### config.mk
export PLATFORM = sky130hd
export DESIGN_NAME = pasm_divider
export DESIGN_NICKNAME = d
export VERILOG_FILES = /design/src/prefix_add_stack_mean_core_macros.svh /design/src/pasm_pkg.sv /design/src/pasm_divider.sv
export SDC_FILE = /design/constraint.sdc
export NUM_CORES = 1
export LEC_CHECK = 0
export BUFFER_PORTS_ARGS = -buffer_cell sky130_fd_sc_hd__buf_2
export CORE_ASPECT_RATIO = 1.25
export CORE_MARGIN = 2
export CORE_UTILIZATION = 43
export CTS_BUF_LIST = sky130_fd_sc_hd__clkbuf_4 sky130_fd_sc_hd__clkbuf_8 sky130_fd_sc_hd__clkbuf_16
export DETAILED_ROUTE_END_ITERATION = 7
export PLACE_DENSITY = 0.61
export RECOVER_POWER = 100
export SLEW_MARGIN = 5
export SYNTH_ARGS = -nofsm -noshare
export SYNTH_HDL_FRONTEND = slang
export SYNTH_SLANG_ARGS = --single-unit
### constraint.sdc
create_clock -name clk -period 3.3 [get_ports clk]
set_clock_uncertainty 0.15 [all_clocks]
set_input_delay 0.99 -clock clk [delete_from_list [all_inputs] [get_ports clk]]
set_output_delay 0.99 -clock clk [all_outputs]
set_load 0.01 [all_outputs]
### src/prefix_add_stack_mean_core_macros.svh
// ---------------------------------------------------------------------------
// prefix_add_stack_mean_core assertion macros
// property forms used by the stack core's checks
// ---------------------------------------------------------------------------
`ifndef PREFIX_ADD_STACK_MEAN_CORE_MACROS_SVH
`define PREFIX_ADD_STACK_MEAN_CORE_MACROS_SVH

// same-cycle implication, held off during reset
`define PASM_ASSERT_IMP(label, clk, rst, ante, cons, msg) \
  label: assert property (@(posedge clk) disable iff (rst) (ante) |-> (cons)) \
    else $error(msg);

// next-cycle implication, held off during reset
`define PASM_ASSERT_NXT(label, clk, rst, ante, cons, msg) \
  label: assert property (@(posedge clk) disable iff (rst) (ante) |=> (cons)) \
    else $error(msg);

`endif

### src/pasm_pkg.sv
// ---------------------------------------------------------------------------
// pasm_pkg
// types, codes and widths shared by the prefix-add stack core
// ---------------------------------------------------------------------------
package pasm_pkg;

  localparam int DEPTH_DEFAULT         = 1024;
  localparam int ELEMENT_WIDTH_DEFAULT = 32;

  localparam int REQ_WIDTH     = 2;
  localparam int COUNT_WIDTH   = 11;
  localparam int OPERAND_WIDTH = 16;
  localparam int LENGTH_WIDTH  = 11;
  localparam int TOTAL_WIDTH   = 48;
  localparam int MEAN_WIDTH    = 40;
  localparam int MEAN_SHIFT    = 8;

  // request codes; the unused code decodes as a pop
  localparam logic [REQ_WIDTH-1:0] REQ_ADD  = 2'd0;
  localparam logic [REQ_WIDTH-1:0] REQ_PUSH = 2'd1;
  localparam logic [REQ_WIDTH-1:0] REQ_POP  = 2'd2;

  typedef enum logic [1:0] {
    STAT_OK        = 2'd0,
    STAT_BAD_COUNT = 2'd1,
    STAT_FULL      = 2'd2,
    STAT_LAST      = 2'd3
  } pasm_status_t;

  typedef struct packed {
    logic [REQ_WIDTH-1:0]            req_type;
    logic [COUNT_WIDTH-1:0]          prefix_count;
    logic signed [OPERAND_WIDTH-1:0] operand_value;
  } pasm_req_t;

  typedef struct packed {
    pasm_status_t                  status;
    logic [LENGTH_WIDTH-1:0]       length;
    logic signed [TOTAL_WIDTH-1:0] total;
    logic signed [MEAN_WIDTH-1:0]  mean_q8;
  } pasm_rsp_t;

  typedef struct packed {
    logic busy;
    logic done;
  } pasm_div_stat_t;

endpackage

### src/pasm_divider.sv
// ---------------------------------------------------------------------------
// pasm_divider
// bit-serial signed divide of total*256 by the length, saturated to q8 range
// ---------------------------------------------------------------------------
module pasm_divider #(
  parameter int LEN_WIDTH = 11
) (
  input  logic                                     clk,
  input  logic                                     rst,
  input  logic                                     start,
  input  logic signed [pasm_pkg::TOTAL_WIDTH-1:0]  dividend,
  input  logic [LEN_WIDTH-1:0]                     divisor,
  output pasm_pkg::pasm_div_stat_t                 stat,
  output logic signed [pasm_pkg::MEAN_WIDTH-1:0]   quotient
);

  import pasm_pkg::*;

  localparam int QuoWidth = TOTAL_WIDTH + MEAN_SHIFT;
  localparam int CntWidth = $clog2(QuoWidth + 1);
  localparam logic [QuoWidth-1:0] MaxMag =
    {{(QuoWidth - MEAN_WIDTH + 1){1'b0}}, {(MEAN_WIDTH - 1){1'b1}}};
  localparam logic [QuoWidth-1:0] MinMag = MaxMag + QuoWidth'(1);

  logic                   busy;
  logic                   finish;
  logic                   done;
  logic                   neg;
  logic [CntWidth-1:0]    count;
  logic [LEN_WIDTH-1:0]   div_r;
  logic [LEN_WIDTH-1:0]   rem;
  logic [QuoWidth-1:0]    quo;
  logic [TOTAL_WIDTH-1:0] dv;
  logic [TOTAL_WIDTH-1:0] mag;
  logic [LEN_WIDTH:0]     trial;
  logic [LEN_WIDTH:0]     diff;
  logic                   fits;
  logic [MEAN_WIDTH-1:0]  low;

  assign dv    = dividend;
  assign mag   = dv[TOTAL_WIDTH-1] ? (~dv + TOTAL_WIDTH'(1)) : dv;
  assign trial = {rem, quo[QuoWidth-1]};
  assign diff  = trial - {1'b0, div_r};
  assign fits  = trial >= {1'b0, div_r};
  assign low   = quo[MEAN_WIDTH-1:0];

  // control
  always_ff @(posedge clk) begin
    if (rst) begin
      busy   <= 1'b0;
      finish <= 1'b0;
      done   <= 1'b0;
      count  <= '0;
    end else begin
      done <= 1'b0;
      if (start) begin
        busy  <= 1'b1;
        count <= CntWidth'(QuoWidth);
      end else if (busy) begin
        count <= count - CntWidth'(1);
        if (count == CntWidth'(1)) begin
          busy   <= 1'b0;
          finish <= 1'b1;
        end
      end else if (finish) begin
        finish <= 1'b0;
        done   <= 1'b1;
      end
    end
  end

  // datapath: one quotient bit per cycle, sign and clamp at the end
  always_ff @(posedge clk) begin
    if (start) begin
      neg   <= dv[TOTAL_WIDTH-1];
      div_r <= divisor;
      rem   <= '0;
      quo   <= {mag, {MEAN_SHIFT{1'b0}}};
    end else if (busy) begin
      rem <= fits ? diff[LEN_WIDTH-1:0] : trial[LEN_WIDTH-1:0];
      quo <= {quo[QuoWidth-2:0], fits};
    end else if (finish) begin
      if (!neg) begin
        quotient <= (quo > MaxMag) ? {1'b0, {(MEAN_WIDTH - 1){1'b1}}} : low;
      end else begin
        quotient <= (quo > MinMag) ? {1'b1, {(MEAN_WIDTH - 1){1'b0}}}
                                   : (~low + MEAN_WIDTH'(1));
      end
    end
  end

  assign stat.busy = busy | finish;
  assign stat.done = done;

endmodule

==> run_results.csv, run 1 <==
group,metric,value,unit
timing,worst_pin_slew,1230,ps
synthesis,postSynthAreaPerCell,9.48,µm²
synthesis,ys_types,66,
timing,layout_min_cycle_time,3050,ps
pwr,ir_drop,0.000277,V
pwr,leakage,0.00328,µW
drt,detail_route.first_pass.iterations,5,
placed_design,gp_congestion,0.872,
die,die_h,152,µm
layout,drive_above_1_share,0.155,
pwr,p_per_area,489,mW/mm²
synthesis,ys_seq_area_frac,0.472,
clock_network,path_clk_slew,60,ps
drt,wl_per_cell,16.2,µm
global_route,gr-total-overflow,0,
drt,drc,0,
die,die_area,0.0186,mm²
critical_path,worstPathArrival,3050,ps
clock_network,clk_path_buf_depth,2,
synthesis,synth_area,0.00754,mm²
timing,relSlewSlack,0.179,
layout,fin_nets,1001,
pwr,pwr-share-seq,0.448,
die,start_util,0.436,
pwr,clockPowerShare,0.421,
critical_path,path_buf_inv,2,
clock_network,postCtsSetupRepairBufs,0,
layout,layout_commonest_cell,"edfxtp_1",
clock_network,cts_tree,"built",
placed_design,post-dp-hpwl,13.7,mm
timing,fmax,328,MHz
clock_network,htreeDepth,4,
critical_path,cp_max_fo,4,
clock_network,numCtsBuffers,17,
layout,fillers,1701,
drt,ant_nets,0,
drt,dr.first_iter.drc_count,398,
synthesis,synth_edf_count,100,
die,die_w,122,µm
synthesis,ys_top_cells_by_area,"edfxtp_1 40%, dfxtp_1 7.4%, xor2_1 5.3%",
global_route,grt.total_usage,0.210,
job,drv_cap,0,
critical_path,crit_family,"simple AND/OR/NAND/NOR gates",
clock_network,cts_sinks,128,
worst_hold_path,hp-class,"register to register",
timing,worst_slack,247,ps
clock_network,cts-hold-fix-buffers,0,
layout,final_cell_mix,"100 x edfxtp_1, 92 x nand2_1, 78 x nor2_1",
die,ios,104,
critical_path,crit_required,3290,ps
drt,detail_route.wirelength,18.8,mm
placed_design,port_buffers,103,
clock_network,root_buffer,"clkbuf_16",
synthesis,syn_inst,796,
pwr,pwr-share-comb,0.131,
pwr,switching_share,0.255,
clock_network,clk-insertion-delay-late,430,ps
global_route,grt_pass1_wl,31.3,mm
drt,via_count,6500,
global_route,antenna_found_initial,0,
critical_path,slowest_stage,"or4_1",
synthesis,yosys_warnings,0,
clock_network,post_cts_resize_count,0,
global_route,grt_pass1_vias,6120,
synthesis,ys_ff_latch,128,
timing,setup_violations,0,
timing,finalHoldViolations,0,
critical_path,crit_path_start_kind,"input port",
timing,finalCritPeriodShare,0.925,
pwr,p_int,3280,µW
timing,fin_setup_tns,0,ps
drt,viasPerCell,5.60,
critical_path,crit_chain,"buf_2 -> or4_1 -> and4bb_2 -> clkbuf_1 -> nand4_1 -> o41ai_1 -> xor2_1 -> o21ai_0",
placed_design,pre_cts_ws,-112,ps
timing,rsz0062_at_grt,"no",
critical_path,reg2reg_slack,360,ps
synthesis,synth_async_sr_flop_share,0,
critical_path,crit_path_max_incr_delay,610,ps
critical_path,critPathKind,"input port to register",
synthesis,dominantRegCellSynth,"edfxtp_1",
timing,drv_slew,0,
synthesis,syn_nets,874,
synthesis,synth_top_area_frac,0.398,
status,status,"finished, final reports clean",
layout,area_growth,19.2,%
pwr,switchingPower,1120,µW
die,row_count,54,
die,core,0.0173,mm²
synthesis,synth_area_leader_cell,"edfxtp_1",
critical_path,cp-end-kind,"register",
pwr,p_total,4400,µW
global_route,grt_max_degree,73,
state kept, by name, indices dropped and copies added, names as in the netlist:
register / count
done: 1
quotient: 40
rem: 11
div_r: 11
busy: 1
quo: 56
count: 6
neg: 1
finish: 1
per-stage QoR:
step,cell area (µm²),utilization,instances,hold WS [ps]
floorplan,7540,-,796,301
global placement,8540,0.494,1128,336
detailed placement,8540,0.494,1128,339
CTS,9120,0.527,1160,352
global route,8990,0.520,1160,376
finish,8990,0.520,1161,348
power groups by stage:
| stage | clock (µW) | sequential, µW | combinational, µW |
|---|---|---|---|
| floorplan | 0 | 1960 | 405 |
| global placement | 0 | 2000 | 578 |
| detailed placement | 0 | 2000 | 585 |
| CTS | 1890 | 1970 | 587 |
| global route | 1950 | 1980 | 653 |
| finish | 1850 | 1970 | 577 |
worst reg2reg max path, stage by stage (launching register included):
cell and delay [ps]:
dfxtp_1 660, clkbuf_2 420, nor2_1 120, buf_4 210, inv_1 50, clkbuf_2 890
area by class of cell:
class                      instances  area (µm²)  share of cell area
antenna                            1        2.50            0.000278
clock buffer                      18         433              0.0481
clock inverter                    14         148              0.0164
timing repair buffer             152         786              0.0874
inverter                          27         101              0.0113
sequential                       128        3560               0.396
tap                              224         280              0.0312
multi-input combinational        597        3680               0.409
metal layers:
metal	vias up	global-route usage	wire length [µm]
li1	3254	-	-
met1	3033	0.288	8480
met2	187	0.329	8910
met3	26	0.0435	1100
met4	0	0.0739	328
met5	-	0	0
final timing paths:
path,start,end,cells after the start
setup / recovery,dividend[12],quo[47],8
hold / removal,finish,finish,2
setup reg to reg,busy,quo[40],5
hold reg to reg,finish,finish,2
cell families after synthesis:
family / count (synthesis) / share of synthesized area
XOR/XNOR: 58 / 0.0673
buffers and inverters: 71 / 0.0390
adder cells (fa/ha/maj): 16 / 0.0275
flip-flops: 128 / 0.472
AO/OA/AOI/OAI: 205 / 0.179
multiplexers: 13 / 0.0174
AND/OR/NAND/NOR: 305 / 0.198
Yosys cell counts (6+ instances only):
cell type / instances
edfxtp_1: 100
nand2_1: 92
nor2_1: 78
o21ai_0: 64
xor2_1: 46
clkbuf_1: 38
a21oi_1: 33
nor3_1: 31
dfxtp_1: 28
inv_1: 27
nand3_1: 23
o31ai_1: 19
a311oi_1: 17
nor4_1: 16
ha_1: 15
o22ai_1: 14
mux2i_1: 12
xnor2_1: 12
nand4_1: 11
a211oi_1: 9
o41ai_1: 9
or4_1: 9
a31oi_1: 8
or3_1: 8
nor2b_1: 6
o311ai_0: 6
No activity file was read; power rests on OpenSTA's default activity.
==> run 2, diff against run 1 <==
Settings changed: CORE_ASPECT_RATIO 1.25 to 0.7.
==> run_results.csv, run 2 (synthesis results as in run 1) <==
group,metric,value,unit
status,status,"finished, final reports clean",
die,die_h,115,µm
drt,dr.first_iter.drc_count,636,
timing,fmax,316,MHz
timing,finalCritPeriodShare,0.959,
critical_path,crit_required,3310,ps
drt,ant_nets,0,
global_route,gr-total-overflow,0,
pwr,p_per_area,499,mW/mm²
timing,finalHoldViolations,0,
clock_network,htreeDepth,4,
clock_network,clk-insertion-delay-late,430,ps
clock_network,clk_path_buf_depth,2,
die,die_area,0.0186,mm²
placed_design,port_buffers,103,
critical_path,crit_path_start_kind,"register",
pwr,leakage,0.00332,µW
critical_path,worstPathArrival,3170,ps
clock_network,root_buffer,"clkbuf_16",
critical_path,cp_max_fo,27,
placed_design,pre_cts_ws,-110,ps
layout,area_growth,20.4,%
global_route,grt_max_degree,50,
pwr,ir_drop,0.000266,V
clock_network,path_clk_slew,60,ps
drt,detail_route.first_pass.iterations,5,
clock_network,numCtsBuffers,17,
global_route,antenna_found_initial,0,
die,start_util,0.440,
global_route,grt_pass1_wl,32.1,mm
timing,whs,334,ps
timing,worst_pin_slew,1090,ps
placed_design,gp_congestion,0.878,
drt,wl_per_cell,17.1,µm
timing,layout_min_cycle_time,3170,ps
timing,setup_violations,0,
die,die_w,162,µm
die,ios,104,
clock_network,postCtsSetupRepairBufs,0,
timing,relSlewSlack,0.271,
timing,rsz0062_at_grt,"no",
die,row_count,40,
drt,via_count,6685,
drt,viasPerCell,5.71,
critical_path,critPathKind,"register to register",
critical_path,crit_chain,"nor4_1 -> nand4_1 -> nor4_2 -> o21bai_1 -> and2_4 -> nor4_1",
placed_design,post-dp-hpwl,14.4,mm
layout,antenna_cells,0,
clock_network,cts_tree,"built",
clock_network,cts-hold-fix-buffers,0,
die,core,0.0172,mm²
layout,final_cell_mix,"100 x edfxtp_1, 92 x nand2_1, 78 x nor2_1",
layout,drive_above_1_share,0.165,
global_route,grt.total_usage,0.221,
layout,reg_top3,"quo: 56 flops, quotient: 40 flops",
layout,fin_nets,1005,
worst_hold_path,hp-class,"register to register",
clock_network,post_cts_resize_count,0,
layout,largest_register,"quo",
layout,layout_commonest_cell,"edfxtp_1",
critical_path,cpMostUsedCell,"nor4_1",
job,drv_cap,0,
drt,detail_route.wirelength,20.0,mm
global_route,grt_pass1_vias,5931,
drt,drc,0,
clock_network,cts_sinks,128,
critical_path,crit_path_max_incr_delay,610,ps
layout,largest_reg_flops,56,
critical_path,slowest_stage,"nor4_1",
timing,worst_slack,134,ps
critical_path,cp-end-kind,"register",
timing,drv_slew,0,
## run 2: cell types whose count changed in the layout (fill, tap and decap cells not counted), sizes merged
cell and change:
buf +4, clkbuf +4, clkinv -2, clkinvlp -1, diode -1, inv -1
## run 2: routing by layer
| metal | wire length, µm | GRT usage | up-vias | part of all wire |
|---|---|---|---|---|
| li1 | - | - | 3266 | - |
| met1 | 10300 | 0.354 | 3141 | 0.51 |
| met2 | 7900 | 0.298 | 262 | 0.40 |
| met3 | 1620 | 0.0440 | 16 | 0.081 |
| met4 | 196 | 0.0566 | 0 | 0.0098 |
| met5 | 0 | 0 | - | 0 |
## run 2: path summary, 6_finish.rpt
path / slack [ps] / from / to / depth (start not counted)
worst max-delay path: 130 / quo[14] / quotient[36] / 6
worst min-delay path: 330 / rem[2] / rem[2] / 2
worst max register to register: 130 / quo[14] / quotient[36] / 6
worst min register to register: 330 / rem[2] / rem[2] / 2
## run 2: cell type report
type | instances | area (µm²)
fill | 1609 | 8080
multi-input combinational | 597 | 3710
sequential | 128 | 3560
timing repair buffer | 156 | 821
clock buffer | 22 | 463
tap | 231 | 289
clock inverter | 10 | 138
inverter | 27 | 101
## run 2: metrics by stage
stage / util / total power, µW / TNS [ps] / cell area, µm² / std cells
global placement: 0.501 / 2620 / -246 / 8590 / 1139
finish: 0.529 / 4530 / 0 / 9080 / 1171
global route: 0.529 / 4700 / 0 / 9080 / 1171
detailed placement: 0.501 / 2630 / -518 / 8590 / 1139
CTS: 0.535 / 4550 / 0 / 9190 / 1171
floorplan: - / 2360 / 0 / 7540 / 796
## run 2: critical path, delay by kind of cell, from the launching register on
kind,cells,cell delay [ps]
AND/OR/NAND/NOR,5,2150
flip-flops,1,430
AO/OA/AOI/OAI,1,150
## run 2: power by group
group | leakage, µW | switching (µW) | internal (µW) | total (µW)
combinational | 0.00182 | 395 | 256 | 651
clock | 0.000295 | 705 | 1230 | 1930
sequential | 0.00121 | 85.8 | 1860 | 1950
total | 0.00332 | 1190 | 3340 | 4530
